## config.mk

```make
export PLATFORM = sky130hd
export DESIGN_NAME = circular_deque
export DESIGN_NICKNAME = d
export VERILOG_FILES = /design/src/sv/cdq_pkg.sv /design/src/sv/cdq_ram.sv /design/src/sv/circular_deque.sv
export SDC_FILE = /design/constraint.sdc
export NUM_CORES = 1
export LEC_CHECK = 0
export BUFFER_PORTS_ARGS = -buffer_cell sky130_fd_sc_hd__buf_2
export CORE_MARGIN = 4
export CORE_UTILIZATION = 40
export DETAILED_ROUTE_END_ITERATION = 16
export GPL_TIMING_DRIVEN = 0
export MAX_ROUTING_LAYER = met4
export PLACE_DENSITY_LB_ADDON = 0.25
export SLEW_MARGIN = 20
export SYNTH_ARGS = -nofsm -noshare
export SYNTH_HDL_FRONTEND = slang
export SYNTH_SLANG_ARGS = --single-unit
```

## constraint.sdc

```tcl
create_clock -name clock -period 6.45 [get_ports clock]
set_input_delay 0.3225 -clock clock [delete_from_list [all_inputs] [get_ports clock]]
set_output_delay 0.3225 -clock clock [all_outputs]
set_load 0.02 [all_outputs]
```

## src/sv/cdq_pkg.sv

```systemverilog
`default_nettype none

package cdq_pkg;

   // Field widths fixed by the stream format
   localparam int REQ_DATA_W = 32;
   localparam int FUNC_W     = 3;
   localparam int RSP_WORD_W = 32;
   localparam int STATUS_W   = 2;

   typedef enum logic [FUNC_W-1:0] {
      FUNC_ADD_BACK   = 3'd0,
      FUNC_ADD_FRONT  = 3'd1,
      FUNC_TAKE_BACK  = 3'd2,
      FUNC_TAKE_FRONT = 3'd3,
      FUNC_NONE       = 3'd4
   } func_type;

   typedef enum logic [STATUS_W-1:0] {
      STATUS_OK    = 2'd0,
      STATUS_FULL  = 2'd1,
      STATUS_EMPTY = 2'd2
   } status_type;

   typedef enum logic [3:0] {
      ST_IDLE = 4'b0001,
      ST_EXEC = 4'b0010,
      ST_FILL = 4'b0100,
      ST_DONE = 4'b1000
   } state_type;

endpackage

`default_nettype wire

```

## src/sv/cdq_ram.sv

```systemverilog
`default_nettype none

module cdq_ram #(
   parameter int WIDTH = 32,
   parameter int DEPTH = 16,
   localparam int AW   = (DEPTH > 1) ? $clog2(DEPTH) : 1
) (
   input  wire logic             clock,
   input  wire logic             en,
   input  wire logic             we,
   input  wire logic [AW-1:0]    addr,
   input  wire logic [WIDTH-1:0] wdata,
   output logic      [WIDTH-1:0] rdata
);

   logic [WIDTH-1:0] mem_ff [DEPTH];

   // single port, registered read
   always_ff @(posedge clock) begin
      if (en) begin
         if (we) begin
            mem_ff[addr] <= wdata;
         end else begin
            rdata <= mem_ff[addr];
         end
      end
   end

endmodule

`default_nettype wire

```

## src/sv/circular_deque.sv

```systemverilog
`default_nettype none

// Double-ended queue of DEPTH words kept in a single-port ring buffer RAM.
// Each request word carries an operation in req_tuser (push back, push front,
// pop back, pop front, none; unused codes act as none) and the word to push in
// req_tdata. Every request gives exactly one response word: status (ok, full,
// empty), the popped word, the front and back words after the step, the count
// and empty/full flags. A refused push or pop leaves the queue untouched.
// The front and back words are cached in registers beside the RAM, so only a
// pop that leaves words behind has to read the RAM to refill the cached end.
// One request is in flight at a time: a step goes from acceptance through the
// EXEC and DONE states to the response register, with a FILL state between them
// for a pop that leaves the queue non-empty (it waits for the registered RAM
// read); a response stalled by rsp_tready holds the step in DONE. A new request
// is taken while the previous response still waits. RAM contents need no
// initialisation: only stored entries are ever read.
module circular_deque #(
   parameter int  DEPTH      = 16,
   parameter int  WORD_WIDTH = 32,
   localparam int AW         = (DEPTH > 1) ? $clog2(DEPTH) : 1,
   localparam int CNT_W      = $clog2(DEPTH + 1),
   localparam int RSP_BITS   = cdq_pkg::STATUS_W + 3 * cdq_pkg::RSP_WORD_W + CNT_W + 2,
   localparam int RSP_W      = 8 * ((RSP_BITS + 7) / 8)
) (
   input  wire logic                            clock,
   input  wire logic                            reset,
   input  wire logic                            req_tvalid,
   output logic                                 req_tready,
   // data_in
   input  wire logic [cdq_pkg::REQ_DATA_W-1:0]  req_tdata,
   // func
   input  wire logic [cdq_pkg::FUNC_W-1:0]      req_tuser,
   output logic                                 rsp_tvalid,
   input  wire logic                            rsp_tready,
   // status, popped_value, front_value, back_value, item_count,
   // is_empty, is_full, zero padding
   output logic [RSP_W-1:0]                     rsp_tdata
);

   localparam int RW = cdq_pkg::RSP_WORD_W;

   cdq_pkg::state_type state_ff, state_in;

   logic [cdq_pkg::FUNC_W-1:0]   func_ff;
   logic [cdq_pkg::REQ_DATA_W-1:0] data_ff;
   logic [AW-1:0]                head_ff, head_in;
   logic [AW-1:0]                tail_ff, tail_in;
   logic [CNT_W-1:0]             count_ff, count_in;
   logic [WORD_WIDTH-1:0]        front_ff, front_in;  // cached word at head
   logic [WORD_WIDTH-1:0]        back_ff, back_in;    // cached word at tail
   logic [WORD_WIDTH-1:0]        popped_ff, popped_in;
   logic [cdq_pkg::STATUS_W-1:0] status_ff, status_in;
   logic                         fill_back_ff, fill_back_in;
   logic                         rsp_valid_ff;
   logic [RSP_W-1:0]             rsp_data_ff;

   logic                  ram_en, ram_we;
   logic [AW-1:0]         ram_addr;
   logic [WORD_WIDTH-1:0] ram_rdata;
   logic [WORD_WIDTH-1:0] push_word;
   logic                  is_empty, is_full;
   logic                  rsp_free;
   logic [AW-1:0]         tail_inc, tail_dec, head_inc, head_dec;

   // word widths between stream and storage: zero-extend then truncate
   logic [WORD_WIDTH+cdq_pkg::REQ_DATA_W-1:0] push_ext;
   logic [RW+WORD_WIDTH-1:0] pop_ext, front_ext, back_ext;

   assign push_ext  = {{WORD_WIDTH{1'b0}}, data_ff};
   assign push_word = push_ext[WORD_WIDTH-1:0];
   assign pop_ext   = {{RW{1'b0}}, popped_ff};
   assign front_ext = {{RW{1'b0}}, front_ff};
   assign back_ext  = {{RW{1'b0}}, back_ff};

   assign is_empty = (count_ff == '0);
   assign is_full  = (count_ff == CNT_W'(DEPTH));

   // ring index steps
   assign tail_inc = (tail_ff == AW'(DEPTH - 1)) ? '0 : tail_ff + 1'b1;
   assign tail_dec = (tail_ff == '0) ? AW'(DEPTH - 1) : tail_ff - 1'b1;
   assign head_inc = (head_ff == AW'(DEPTH - 1)) ? '0 : head_ff + 1'b1;
   assign head_dec = (head_ff == '0) ? AW'(DEPTH - 1) : head_ff - 1'b1;

   assign rsp_free   = !rsp_valid_ff || rsp_tready;
   assign req_tready = (state_ff == cdq_pkg::ST_IDLE);
   assign rsp_tvalid = rsp_valid_ff;
   assign rsp_tdata  = rsp_data_ff;

   always_comb begin
      state_in     = state_ff;
      head_in      = head_ff;
      tail_in      = tail_ff;
      count_in     = count_ff;
      front_in     = front_ff;
      back_in      = back_ff;
      popped_in    = popped_ff;
      status_in    = status_ff;
      fill_back_in = fill_back_ff;
      ram_en       = 1'b0;
      ram_we       = 1'b0;
      ram_addr     = head_ff;

      case (state_ff)
         cdq_pkg::ST_IDLE: begin
            if (req_tvalid) begin
               state_in = cdq_pkg::ST_EXEC;
            end
         end
         cdq_pkg::ST_EXEC: begin
            popped_in = '0;
            status_in = cdq_pkg::STATUS_OK;
            state_in  = cdq_pkg::ST_DONE;
            case (func_ff)
               cdq_pkg::FUNC_ADD_BACK, cdq_pkg::FUNC_ADD_FRONT: begin
                  if (is_full) begin
                     status_in = cdq_pkg::STATUS_FULL;
                  end else begin
                     count_in = count_ff + 1'b1;
                     ram_en   = 1'b1;
                     ram_we   = 1'b1;
                     if (is_empty) begin
                        // first word always lands in slot 0
                        head_in  = '0;
                        tail_in  = '0;
                        ram_addr = '0;
                        front_in = push_word;
                        back_in  = push_word;
                     end else if (func_ff == cdq_pkg::FUNC_ADD_BACK) begin
                        tail_in  = tail_inc;
                        ram_addr = tail_inc;
                        back_in  = push_word;
                     end else begin
                        head_in  = head_dec;
                        ram_addr = head_dec;
                        front_in = push_word;
                     end
                  end
               end
               cdq_pkg::FUNC_TAKE_BACK: begin
                  if (is_empty) begin
                     status_in = cdq_pkg::STATUS_EMPTY;
                  end else begin
                     popped_in = back_ff;
                     count_in  = count_ff - 1'b1;
                     if (count_ff == CNT_W'(1)) begin
                        head_in = '0;
                        tail_in = '0;
                     end else begin
                        // refill cached back word from the new tail
                        tail_in      = tail_dec;
                        ram_addr     = tail_dec;
                        ram_en       = 1'b1;
                        fill_back_in = 1'b1;
                        state_in     = cdq_pkg::ST_FILL;
                     end
                  end
               end
               cdq_pkg::FUNC_TAKE_FRONT: begin
                  if (is_empty) begin
                     status_in = cdq_pkg::STATUS_EMPTY;
                  end else begin
                     popped_in = front_ff;
                     count_in  = count_ff - 1'b1;
                     if (count_ff == CNT_W'(1)) begin
                        head_in = '0;
                        tail_in = '0;
                     end else begin
                        head_in      = head_inc;
                        ram_addr     = head_inc;
                        ram_en       = 1'b1;
                        fill_back_in = 1'b0;
                        state_in     = cdq_pkg::ST_FILL;
                     end
                  end
               end
               cdq_pkg::FUNC_NONE: begin
               end
               default: begin
                  // unused codes leave everything as is
               end
            endcase
         end
         cdq_pkg::ST_FILL: begin
            if (fill_back_ff) begin
               back_in = ram_rdata;
            end else begin
               front_in = ram_rdata;
            end
            state_in = cdq_pkg::ST_DONE;
         end
         cdq_pkg::ST_DONE: begin
            if (rsp_free) begin
               state_in = cdq_pkg::ST_IDLE;
            end
         end
         default: begin
            state_in = cdq_pkg::ST_IDLE;
         end
      endcase
   end

   always_ff @(posedge clock) begin
      if (reset) begin
         state_ff     <= cdq_pkg::ST_IDLE;
         head_ff      <= '0;
         tail_ff      <= '0;
         count_ff     <= '0;
         rsp_valid_ff <= 1'b0;
      end else begin
         state_ff <= state_in;
         head_ff  <= head_in;
         tail_ff  <= tail_in;
         count_ff <= count_in;
         if (state_ff == cdq_pkg::ST_DONE && rsp_free) begin
            rsp_valid_ff <= 1'b1;
         end else if (rsp_tready) begin
            rsp_valid_ff <= 1'b0;
         end
      end
   end

   // payload registers
   always_ff @(posedge clock) begin
      if (req_tvalid && req_tready) begin
         func_ff <= req_tuser;
         data_ff <= req_tdata;
      end
      front_ff     <= front_in;
      back_ff      <= back_in;
      popped_ff    <= popped_in;
      status_ff    <= status_in;
      fill_back_ff <= fill_back_in;
      if (state_ff == cdq_pkg::ST_DONE && rsp_free) begin
         rsp_data_ff <= RSP_W'({is_full,
                                is_empty,
                                count_ff,
                                is_empty ? {RW{1'b0}} : back_ext[RW-1:0],
                                is_empty ? {RW{1'b0}} : front_ext[RW-1:0],
                                pop_ext[RW-1:0],
                                status_ff});
      end
   end

   cdq_ram #(
      .WIDTH (WORD_WIDTH),
      .DEPTH (DEPTH)
   ) u_ram (
      .clock (clock),
      .en    (ram_en),
      .we    (ram_we),
      .addr  (ram_addr),
      .wdata (push_word),
      .rdata (ram_rdata)
   );

endmodule

`default_nettype wire

```

# Yosys cells after proc, flatten, opt, wreduce, memory -nomap -nowiden

Memory sizes are Yosys's and may differ from the RTL's. A register that Yosys moved wholly into a read port is not among the register bits.
Cells that the tools add are included.

$add $sub $neg: 6
$mul: 0
Div/mod/pow operators: 0
$lt $le $gt $ge: 0
Equality and inequality tests: 29
Shift operators: 0
Muxes and demuxes: 71
Bitwise operators: 1
Reductions and logical operators: 23

Operators by type and width:

| cell                | number |
|---|---|
| $mux 32             | 12 |
| $pmux 32 s2         | 3 |
| $mux 4              | 29 |
| $pmux 4 s3          | 3 |
| $ne 2x2->1 const B  | 13 |
| $mux 1              | 16 |
| $pmux 4 s4          | 1 |
| $reduce_and 7->1    | 2 |
| $eq 4x4->1 const B  | 3 |
| $ne 3x3->1 const B  | 4 |
| $mux 5              | 2 |
| $pmux 5 s2          | 1 |
| $reduce_and 5->1    | 2 |
| $add 4x1->4 const B | 2 |
| $logic_not 4->1     | 2 |
| $reduce_bool 2->1   | 4 |
| $sub 4x1->4 const B | 2 |
| $eq 3x2->1 const B  | 2 |
| $reduce_and 6->1    | 1 |
| $add 5x1->5 const B | 1 |
| $eq 5x1->1 const B  | 1 |
| $eq 5x5->1 const B  | 1 |
| $logic_not 5->1     | 1 |
| $sub 5x1->5 const B | 1 |
| 17 further kinds    | 21 |

Bits in registers: 257
Latch bits: 0
RAM bits: 512
ROM bits: 0
Bits of input ports: 39
Output and inout port bits: 114
Logic and storage cells: 144
Memories: 1

Memories:

| memory       | depth | width | rd ports | clocked after memory_dff | wr ports | line          | RTL |
|---|---|---|---|---|---|---|---|
| u_ram.mem_ff | 16    | 32    | 1        | 1                        | 1        | cdq_ram.sv:16 | `logic [WIDTH-1:0] mem_ff [DEPTH];` |

# Logic depth before layout (Yosys ltp)

Gate-level depths: netlist of the first run.

Depth in word-level cells: 7
Depth in mapped cells: 12
Depth with buffers taken out: 9

# Modules after synthesis

From an unflattened synthesis of the first run, not the netlist that was laid out.

Cell total of the unflattened synthesis: 1531
Area total of the unflattened synthesis: 30412.9 µm²

By module, submodules not included:

| module         | times used | cells an instance | area each (µm²) | sequential area each (µm²) |
|---|---|---|---|---|
| cdq_ram        | 1          | 844               | 20216.9         | 16335.7 |
| circular_deque | 1          | 687               | 10196.0         | 7537.2 |

# Worst setup path after synthesis of the first run

Ideal clock, no wire load.

Path kind: reg-to-reg
Start point: register state_ff[0]
End point: register rsp_data_ff[0] (netlist: rsp_tdata[0]) (enable)
Setup time: 0.582 ns
Data arrival time: 5.638 ns
Required time: 5.868 ns
Setup slack: 0.231 ns
Stages on the path, launching flop included: 3
Path buffers: 0
Period minus slack after synthesis: 6.219 ns
Path through: dfxtp_1 or4b_2 nor2b_1

Word-level cells in the longest chain between the ends: 2

Ends and longest elaborated chain:

| item                   | line                  | RTL |
|---|---|---|
| from (decl)            | circular_deque.sv:42  | `cdq_pkg::state_type state_ff, state_in;` |
| from (signal assigned) | circular_deque.sv:204 | `state_ff <= cdq_pkg::ST_IDLE;` |
| from (signal assigned) | circular_deque.sv:210 | `state_ff <= state_in;` |
| $eq 4x4->1             | circular_deque.sv:233 | `if (state_ff == cdq_pkg::ST_DONE && rsp_free) begin` |
| $logic_and 1x1->1      | circular_deque.sv:233 |  |
| to (signal assigned)   | circular_deque.sv:234 | `rsp_data_ff <= RSP_W'({is_full,` |
| to (decl)              | circular_deque.sv:55  | `logic [RSP_W-1:0] rsp_data_ff;` |

Every way passes these cells.
A chain may end at the register's enable or synchronous reset.

# Final worst setup path of the first run

Start point: register count_ff[0]
End point: register u_ram.rdata[24] (read register of u_ram.mem_ff), data pin

Word-level cells in the longest chain between the ends: 6
Elaborated cells between the ends (all ways): 20
Classes of those cells: 2 x eq/ne; 15 x mux; 1 x bitwise; 2 x reduce/logical

Ends and longest elaborated chain:

| item                                            | line                                                                | RTL |
|---|---|---|
| from (decl)                                     | circular_deque.sv:48                                                | `logic [CNT_W-1:0] count_ff, count_in;` |
| from (signal assigned)                          | circular_deque.sv:213                                               | `count_ff <= count_in;` |
| $eq 5x1->1 / $eq 5x5->1 (equally long branches) | circular_deque.sv:145, circular_deque.sv:164, circular_deque.sv:76  |  |
| $mux 1, on equally long branches                | circular_deque.sv:145, circular_deque.sv:164, circular_deque.sv:115 |  |
| $mux 1, on equally long branches                | circular_deque.sv:140, circular_deque.sv:113                        |  |
| $pmux 1 s2 / $mux 1 (equally long branches)     | circular_deque.sv:113, circular_deque.sv:103                        |  |
| $mux 1 / $not 1->1 (equally long branches)      | n/a                                                                 |  |
| $reduce_and 2->1 (no source line)               | n/a                                                                 |  |
| to (decl)                                       | cdq_ram.sv:13                                                       | `output logic [WIDTH-1:0] rdata` |

Parallel ways exist; a longest one is shown, timed or not.

==> impl.org, run 1 <==
** Outcome
- The flow ran to the end, and the final reports show no timing, DRC or antenna violations.

** Route
- Dividing the detail-routed via count by the number of cells gives approximately 5.3.
- Vias :: 16000
- Once detail routing completed, the nets flagged for antenna violations numbered 0.
- In the final routed layout, each cell accounts on average for between 20 and 25 um.
- Summed over all layers, the routed wires come to around 70000 um.
- The pre-antenna-repair detailed-routing pass consisted of 5 iterations.
- Drt initial violations :: roughly 1500
- Post-detailed-route DRC marker count :: 0

** Timing
- The hold violation total from the final report came to 0.
- In this run the tightest slew margin relative to its limit is 31.0%.
- Subtracting the final worst setup slack from the clock period gives approximately 4300 ps.
- Max Transition Viols Final :: 0
- Timing would allow up to 0.232 GHz.
- Dividing the final minimum period by the clock period gives approximately 67%.
- Setup repair after global routing left no endpoint under its margin.
- Minimum hold slack :: approximately 85 ps
- For the pin with the worst max-slew slack, the measured transition is slightly above 1000 ps.
- Across the routed clock network, the largest skew measured is around 18 ps.
- Setup violations remaining at the end of the flow were counted as 0.

** Clocking
- Clock Pin Slew Worst Setup and Hold Paths :: 60 ps
- The H-tree generated during clock tree synthesis spans 3 levels.
- Maximum root-to-sink buffer count :: 3
- The number of gates resized after CTS was 0.
- For this design, the sink count on the clock tree is around 800.
- Number of CTS-inserted buffers :: 82
- The cell sitting at the root of the clock tree is a clkbuf_16.
- The number of setup buffers added after CTS is 0.
- TritonCTS clock tree :: done
- Skew-Pair Late Insertion Delay :: just over 600 ps
- Hold repair after CTS inserted 36 buffers.

** Critical path
- Among cell families on the critical path, the largest total delay comes from buffers and inverters.
- On the worst path, the slowest cell contributes a delay of roughly 580 ps.
- Across all register-to-register paths, the minimum setup slack is around 2100 ps.
- The worst setup path is launched from a register.
- The worst setup path is captured at a register.
- Buf+Inv Stages, Crit Path :: 4
- Slowest-stage cell, CP :: a211oi_2
- The endpoint identified for the worst register-to-register timing path is u_ram.rdata[24]$_DFFE_PP_.
- Depth of the worst register-to-register path :: 12
- At the worst endpoint, the required time is 6800 ps.
- Data arrives at the worst endpoint at 4650 ps.
- Along the worst path, the maximum fanout reaches 10.
- R2r startpoint :: count_ff[0]$_SDFFE_PP0P_
- Category of the most critical setup path :: register to register
- Traced cell by cell, the critical path runs through inv_1, ha_1, nand4bb_1, clkbuf_1, o211a_1, o22ai_1, a211oi_2, buf_2, buf_2, mux2i_1, o22ai_1, or4_1.

** Synthesis
- After synthesis the cells add up to 30600 um2.
- Flop and latch count out of synthesis :: 801
- After synthesis, the netlist uses 66 different library cells.
- Gate Count Post-Synth :: 1700
- During synthesis, Yosys emitted a total of 0 warnings.
- For this run, asynchronously set or reset flops after synthesis account for 0%.
- After synthesis, flip-flops and latches occupy between 70% and 80% of the total area.
- Number of enable-type register cells in the synthesized netlist :: slightly below 800
- Each instance of the synthesized netlist takes up on average about 18 um2.
- In the synthesized netlist the dominant register cell turns out to be edfxtp_1.

** Final layout
- The area growth from synthesis to layout is 18.5%.
- Once layout is complete, the cells apart from fillers number between 3000 and 4000.
- Counting the fill cells in the layout gives between 6000 and 7000.
- Most used cells in the layout excluding fill and tap cells :: edfxtp_1, mux2i_1, buf_2
- The post-route netlist has roughly 20% of its cells at a drive strength greater than 1.
- Total area of sequential cells :: 23900 um2
- Layout net count :: just over 2000
- Area used by multi-input combinational logic :: 6360 um2
- The library cell used most frequently in the layout, excluding fill and tap cells, is edfxtp_1.

** Placed design
- # placed instances :: ~2900
- The congestion estimate from routability-driven global placement came to between 0.9 and 1.
- Post-detail-place hpwl :: 47500 um
- Count of port buffers added during placement :: roughly 150

** Die
- The die covers between 80000 and 90000 um2.
- Die width :: 285 um
- In this run the vertical extent of the chip is about 280 um.
- For this configuration, the core starts out at a cell density of approximately two fifths.
- The floorplan has 101 rows.
- Number of top-level design ports :: around 150
- Total core area :: between 70000 and 80000 um2

** Power
- Of the total power, the share spent switching nets is roughly a fifth.
- Cell-internal power :: ~8.4 mW
- For this design the total switching power over the nets is ~2.2 mW.
- Summed over all cells, the static leakage comes to 13.7 nW.
- Worst IR drop on VDD :: 0.174 mV
- Clock network fraction of total power :: 42.3%
- In this run, flip-flops and latches consume between 50 and 60% of the power.
- The share of total power dissipated in combinational logic is 2.7%.
- For this design the ratio of total power to cell area is 293 nW/um2.

** GRT
- Number of antenna violations at the first check in global routing :: 1
- Total grt overflow :: 0
- Entering global routing, the biggest net connects 42 pins.
- For this run, the total global-route usage over all layers was measured as 18.0%.
- First-pass GRT wire length :: between 100000 and 150000 um
- The number of global-route vias before repair is approximately 16000.

** Flow run
- Total of max-cap violations :: 0

** Hold path
- End of the worst hold path :: state_ff[2]$_SDFFE_PP0P_
- The path class of the tightest hold or removal check is input port to register.
- The worst hold path was traced through 4 stages.
- Hold path startpoint :: req_tvalid
metrics by stage:
stage | power, mW | instance area [um2] | setup TNS [ps] | utilization [%] | setup slack, ps
final | 10.6 | 36300 | 0 | 47.8 | 2150
after floorplan | 6.08 | 30600 | 0 | - | 231
after detailed placement | 6.22 | 33400 | 0 | 44.0 | 2200
after global placement | 6.21 | 32600 | -211500 | 43.0 | -1820
after CTS | 10.7 | 36200 | 0 | 47.8 | 2170
after global routing | 11.0 | 36300 | 0 | 47.8 | 1880
cell usage after synthesis (3+ instances only):
library cell | number | area, um2
edfxtp_1 | 783 | 23500
mux2i_1 | 291 | 2910
o22ai_1 | 132 | 826
nor2_1 | 80 | 300
and2_1 | 65 | 407
buf_2 | 48 | 240
or4_1 | 33 | 248
mux2_2 | 32 | 360
clkbuf_1 | 26 | 97.6
a21oi_1 | 18 | 90.1
dfxtp_1 | 18 | 360
nand2_1 | 18 | 67.6
inv_1 | 15 | 56.3
buf_4 | 11 | 82.6
nand3_1 | 9 | 45.0
nor3_1 | 9 | 45.0
a211oi_1 | 8 | 60.1
ha_1 | 8 | 100
buf_6 | 5 | 56.3
nand2b_1 | 5 | 31.3
nor2b_1 | 5 | 31.3
xnor2_1 | 5 | 43.8
a21o_1 | 4 | 30.0
nand4_1 | 4 | 25.0
xor2_1 | 4 | 35.0
a221oi_1 | 3 | 26.3
a311oi_1 | 3 | 26.3
buf_1 | 3 | 11.3
nand3_2 | 3 | 30.0
o21ai_0 | 3 | 15.0
o32ai_1 | 3 | 26.3
sequential cells by signal (all words and copies together), names as in the netlist:
register	flops
func_ff	3
data_ff	32
state_ff	4
rsp_tdata	105
count_ff	5
front_ff	32
popped_ff	32
u_ram.rdata	32
status_ff	2
u_ram.mem_ff	512
tail_ff	4
fill_back_ff	1
back_ff	32
rsp_tvalid	1
head_ff	4
routing by layer:
metal | global-route usage [%] | up-vias | wire length, um
li1 | - | 7350 | -
met1 | 23.0 | 8050 | 30400
met2 | 29.7 | 523 | 35200
met3 | 3.35 | 83 | 4520
met4 | 5.15 | 0 | 1490
met5 | - | - | 0
worst min-delay path: stages:
cell    delay (ps)
buf_2          110
inv_1           40
a21o_1         140
nor2_1          50
power groups by stage:
| stage | logic [mW] | clock network (mW) | registers [mW] |
|---|---|---|---|
| 3_5_place_dp | 0.274 | 0 | 5.95 |
| 5_1_grt | 0.312 | 4.81 | 5.85 |
| 6_report | 0.288 | 4.49 | 5.84 |
| 3_3_place_gp | 0.266 | 0 | 5.94 |
| 2_1_floorplan | 0.166 | 0 | 5.92 |
| 4_1_cts | 0.292 | 4.59 | 5.84 |
cells by family after synthesis:
family / share of synthesized area, %
AO/OA/AOI/OAI: 4.47
adder cells (fa/ha/maj): 0.327
flip-flops: 78.0
buffers and inverters: 1.82
AND/OR/NAND/NOR: 4.40
XOR/XNOR: 0.258
other: 0.0123
multiplexers: 10.7
worst max-delay path by stage:
stage                                         from  cells after the start                         to  slack [ps]
after floorplan           state_ff[0]$_SDFFE_PP1P_                      2     rsp_tdata[0]$_DFFE_PP_         230
after global placement    state_ff[3]$_SDFFE_PP0P_                      4      front_ff[4]$_DFFE_PP_       -1820
after detailed placement  count_ff[0]$_SDFFE_PP0P_                     12  u_ram.rdata[24]$_DFFE_PP_        2200
after CTS                 count_ff[0]$_SDFFE_PP0P_                     12  u_ram.rdata[24]$_DFFE_PP_        2170
after global routing      count_ff[0]$_SDFFE_PP0P_                     12  u_ram.rdata[24]$_DFFE_PP_        1880
final                     count_ff[0]$_SDFFE_PP0P_                     12  u_ram.rdata[24]$_DFFE_PP_        2150
final cells by class:
cell class,count,share of cell area (%)
well taps,978,3.38
clock buffers,104,5.94
plain buffers,93,1.35
inverters,17,0.190
flip-flops and latches,801,65.8
repair buffers,210,4.71
diodes,1,0.00690
multi-input cells,795,17.5
clock inverters,44,1.04
Power figures use the tool's default switching activity.
==> inputs of run 2 (changes only) <==
ABC_AREA = 1   (was not set)
clock period = 4 ns   (was 6.45 ns; I/O delays follow)
==> run 2 against run 1 <==
Non-clock buffer count grew 91. Sequential cell count stayed put. Synthesized area increased by 7.1%. First-iteration DRC count grew 20%. Worst setup slack got worse by 1900 ps. Clock skew increased by 0.96 ps. Register-to-register slack lost 1900 ps. Largest power group unchanged.
==> impl.org, run 2 <==
** Synthesis
- Flop and latch count out of synthesis :: 801 (unchanged)
- The primary flip-flop cell chosen by synthesis mapping is edfxtp_1 (unchanged).
- Main area contributors after synthesis: edfxtp_1, nand2_1, nand3_1, inv_1, buf_2 (was edfxtp_1, mux2i_1, o22ai_1, and2_1, dfxtp_1).
- Gate Count Post-Synth :: 2920 (was 1700)
- Yosys warning count :: 0 (unchanged)
- The top cell type by total area after synthesis is edfxtp_1 (unchanged).
- Distinct cell type count after synthesis :: 39 (was 66)
- Leading post-synthesis cells by instance count: nand2_1, edfxtp_1, nand3_1 (was edfxtp_1, mux2i_1, o22ai_1).
- Number of enable-type register cells in the synthesized netlist :: 783 (unchanged)
- Share of synthesized registers carrying an async set or reset :: 0% (unchanged)
- The share of synthesized area occupied by flip-flops and latches came to 72.8% (was 78.0%).
- The netlist area before placement came to 32800 um2 (was 30600 um2).
- The most used standard cell by instance count after synthesis was nand2_1 (was edfxtp_1).
- The average instance area after synthesis came to 11.2 um2 (was 18.0 um2).
- The fraction of post-synthesis cell area in the top cell type by area was 71.7% (was 76.8%).

** Clocking
- Skew-Pair Late Insertion Delay :: 640 ps (was 620 ps)
- The TritonCTS clock tree is done (unchanged).
- The H-tree level count is 3 (unchanged).
- Clock Pin Slew Worst Setup and Hold Paths :: 60 ps (about the same)
- The CTS sink count is 801 (unchanged).
- The buffer type at the clock tree root was clkbuf_16 (unchanged).
- The total CTS buffers was 86 (was 82).
- Maximum root-to-sink buffer count :: 3 (unchanged)

** Placed design
- The worst setup slack before clock tree synthesis is -224 ps (was 2200 ps).
- # placed instances :: 4167 (was 2858)
- Post-detail-place hpwl :: 59700 um (was 47500 um)
- Routability congestion estimate :: 0.867 (was 0.920)
- The area of placed instances is 35800 um2 (was 33400 um2).
- The quantity of I/O buffers inserted on ports is 144 (was 145).

** Critical path
- The critical-path maximum fanout was 14 (was 10).
- R2r startpoint :: count_ff[0]$_SDFFE_PP0P_ (unchanged)
- The element type at the critical path start is a register (unchanged).
- The data required time at the worst endpoint came to 4340 ps (was 6800 ps).
- The setup slack on the worst flop-to-flop path was 230 ps (was 2150 ps).
- The timing startpoint of the critical path was count_ff[0]$_SDFFE_PP0P_ (unchanged).
- Crit. End Element :: register (unchanged)
- The data arrival time of the worst path is 4100 ps (was 4650 ps).
- RR Endpoint :: u_ram.mem_ff[4][15]$_DFFE_PP_ (was u_ram.rdata[24]$_DFFE_PP_)
- The length in cells of the worst reg-to-reg path was 15 (was 12).
- The type of the setup path with the least slack is register to register (unchanged).

** Die
- Die width :: 294 um (was 285 um)
- Row count :: 104 (was 101)
- The area of the die came to 86600 um2 (was 81000 um2).
- The die extent in y is 294 um (was 285 um).
- The core area came to 80900 um2 (was 75800 um2).
- Number of top-level design ports :: 153 (unchanged)
- Effective utilization at floorplan :: 40.5% (was 40.4%)

** Timing
- The timing-limited maximum frequency is 0.266 GHz (was 0.232 GHz).
- The worst hold slack after final layout is 275 ps (was 84.7 ps).
- Max Transition Viols Final :: 0 (unchanged)
- Max Clock Skew :: 19.4 ps (was 18.5 ps)
- The time the worst path needs with I/O delays and setup was 3770 ps (was 4300 ps).
- Setup repair after global routing missed its margin: false (unchanged).
- The post-route setup TNS is 0 ps (unchanged).
- Final setup violation count :: 0 (unchanged)
- Total count of hold-check failures in the final report :: 0 (unchanged)
- Normalized max-slew margin :: 48.0% (was 31.0%)
- PnR worst setup slack :: 234 ps (was 2150 ps)
- Final period util :: 94.1% (was 66.7%)
- Worst-Margin Slew :: 781 ps (was 1040 ps)

** GRT
- The number of global-route vias before repair came to 21200 (was 16400).
- The most congested layer reported by global routing is met2 (unchanged).
- The pin count of the biggest net entering global routing was 32 (was 42).
- The global-route met3 utilization is 2.81% (was 3.35%).
- The overall overflow remaining after global route is 0 (unchanged).
- The wire length of the first global-routing pass is 131000 um (was 106000 um).
- GR Util met1 :: 27.3% (was 23.0%)
- Global Route met2 Usage :: 34.1% (was 29.7%)
- Number of antenna violations at the first check in global routing :: 2 (was 1)
- The global-route total usage across every layer is 20.8% (was 18.0%).

** Final layout
- Commonest non-fill, non-tap cell in the layout :: nand2_1 (was edfxtp_1)
- Fraction of final layout cells with drive strength greater than 1 :: 14.3% (was 20.3%)
- The number of cells in the finished layout apart from fillers is 4387 (was 3043).
- The flip-flop count of the largest register, all copies and words added is 512 (unchanged).
- The cell area after layout is 39100 um2 (was 36300 um2).
- Most used cells in the layout excluding fill and tap cells :: nand2_1, edfxtp_1, nand3_1 (was edfxtp_1, mux2i_1, buf_2)
- Register with the most flip-flops :: u_ram.mem_ff (unchanged)
- The final layout net count came to 3300 (was 2047).
- Area added between synthesis and finish :: 19.3% (was 18.5%)

** Hold path
- Class of the worst hold path :: input port to register (unchanged)
- The launch instance of the worst min-delay path was req_tdata[20] (was req_tvalid).
- The hold-critical path depth was 2 (was 4).
- The terminating pin of the worst hold path is data_ff[20]$_DFFE_PP_ (was state_ff[2]$_SDFFE_PP0P_).

** Route
- The average wire per cell in the routed design was 20.1 um (was 23.5 um).
- The number of DRC markers after the initial detailed-route iteration was 1810 (was 1509).
- Post-detailed-route DRC marker count :: 0 (unchanged)
- The mean number of vias per cell came to 4.99 (was 5.26).
- The antenna violation net count after detailed routing is 0 (unchanged).
- The iteration count of the initial detailed-routing pass came to 6 (was 5).
- The number of vias after detailed routing was 21900 (was 16000).
- The sum of routed wire length over all layers came to 88300 um (was 71600 um).

** Flow run
- The count of maximum capacitance violations was 0 (unchanged).

** Power
- Leakage :: 15.8 nW (was 13.7 nW)
- The worst supply voltage drop on vdd is 0.319 mV (was 0.174 mV).
- PD cells :: 456 nW/um2 (was 293 nW/um2)

** Outcome
- Status :: completed (unchanged)
[run 2: kinds of logic (layout without fill, tap and decap cells)]
family | count (synthesis) | after routing | share of synthesized area [%]
AO/OA/AOI/OAI | 91 | 91 | 1.66
XOR/XNOR | 4 | 4 | 0.107
adder cells (fa/ha/maj) | 8 | 8 | 0.305
buffers and inverters | 332 | 730 | 4.40
flip-flops | 801 | 801 | 72.8
other | 1 | 10 | 0.0114
AND/OR/NAND/NOR | 1683 | 1683 | 20.7
[run 2: through the flow]
| stage | power [mW] | utilization [%] |
|---|---|---|
| 6_report | 17.9 | 48.3 |
| 5_1_grt | 18.4 | 48.3 |
| 4_1_cts | 18.0 | 48.2 |
| 3_5_place_dp | 10.4 | 44.2 |
| 3_3_place_gp | 10.4 | 43.1 |
| 2_1_floorplan | 10.0 | - |
[run 2: critical path, cell delays in order (launching register included)]
cell and delay (ps):
dfxtp_1 360, inv_1 160, ha_1 280, nand3_4 130, buf_6 160, nand2_1 130, a21oi_1 80, nor2_1 100
nand3_1 100, nand2_2 200, buf_4 320, buf_2 300, nand3_1 410, nor2_4 330, buf_16 200, buf_16 170
[run 2: power by group]
group / internal, mW / total, mW / leakage [nW] / switching (mW)
combinational: 0.238 / 0.782 / 7.28 / 0.543
sequential: 9.32 / 9.48 / 7.18 / 0.158
clock: 4.35 / 7.59 / 1.30 / 3.25
total: 13.9 / 17.9 / 15.8 / 3.95
[run 2: metal layers]
layer  wire, um  up-vias  share of wire, %
li1           -    10500                 -
met4       2780        0               3.1
met2      42100      830                48
met3       5800      163               6.6
met1      37600    10400                43
met5          0        -                 0
[run 2: cell type report]
type,instances,area (um2)
antenna,3,7.51
clock inverter,44,369
tap,1060,1330
inverter,177,664
buffer,155,779
fill,7311,41800
timing repair buffer,239,2120
sequential,801,23900
clock buffer,115,2310
multi-input combinational,1793,7670
[run 2: worst max path at each step]
| stage | endpoint | slack, ps | cells past startpoint |
|---|---|---|---|
| detailed placement | u_ram.mem_ff[11][10]$_DFFE_PP_ | -220 | 15 |
| global route | u_ram.mem_ff[6][11]$_DFFE_PP_ | 60 | 16 |
| floorplan | rsp_tdata[0]$_DFFE_PP_ | -300 | 3 |
| CTS | u_ram.mem_ff[12][8]$_DFFE_PP_ | 8 | 14 |
| finish | u_ram.mem_ff[4][15]$_DFFE_PP_ | 230 | 15 |
| global placement | u_ram.mem_ff[10][10]$_DFFE_PP_ | -2110 | 14 |
[run 2: what timing repair did]
| item | in CTS | in global routing |
|---|---|---|
| endpoints found under the setup margin | 216 | 274 |
| pin swaps | 12 | 4 |
| gates resized for setup | 0 | 1 |
| setup buffers | 12 | 8 |
| hold buffers | 38 | 0 |
| endpoints found under the hold margin | 39 | 0 |
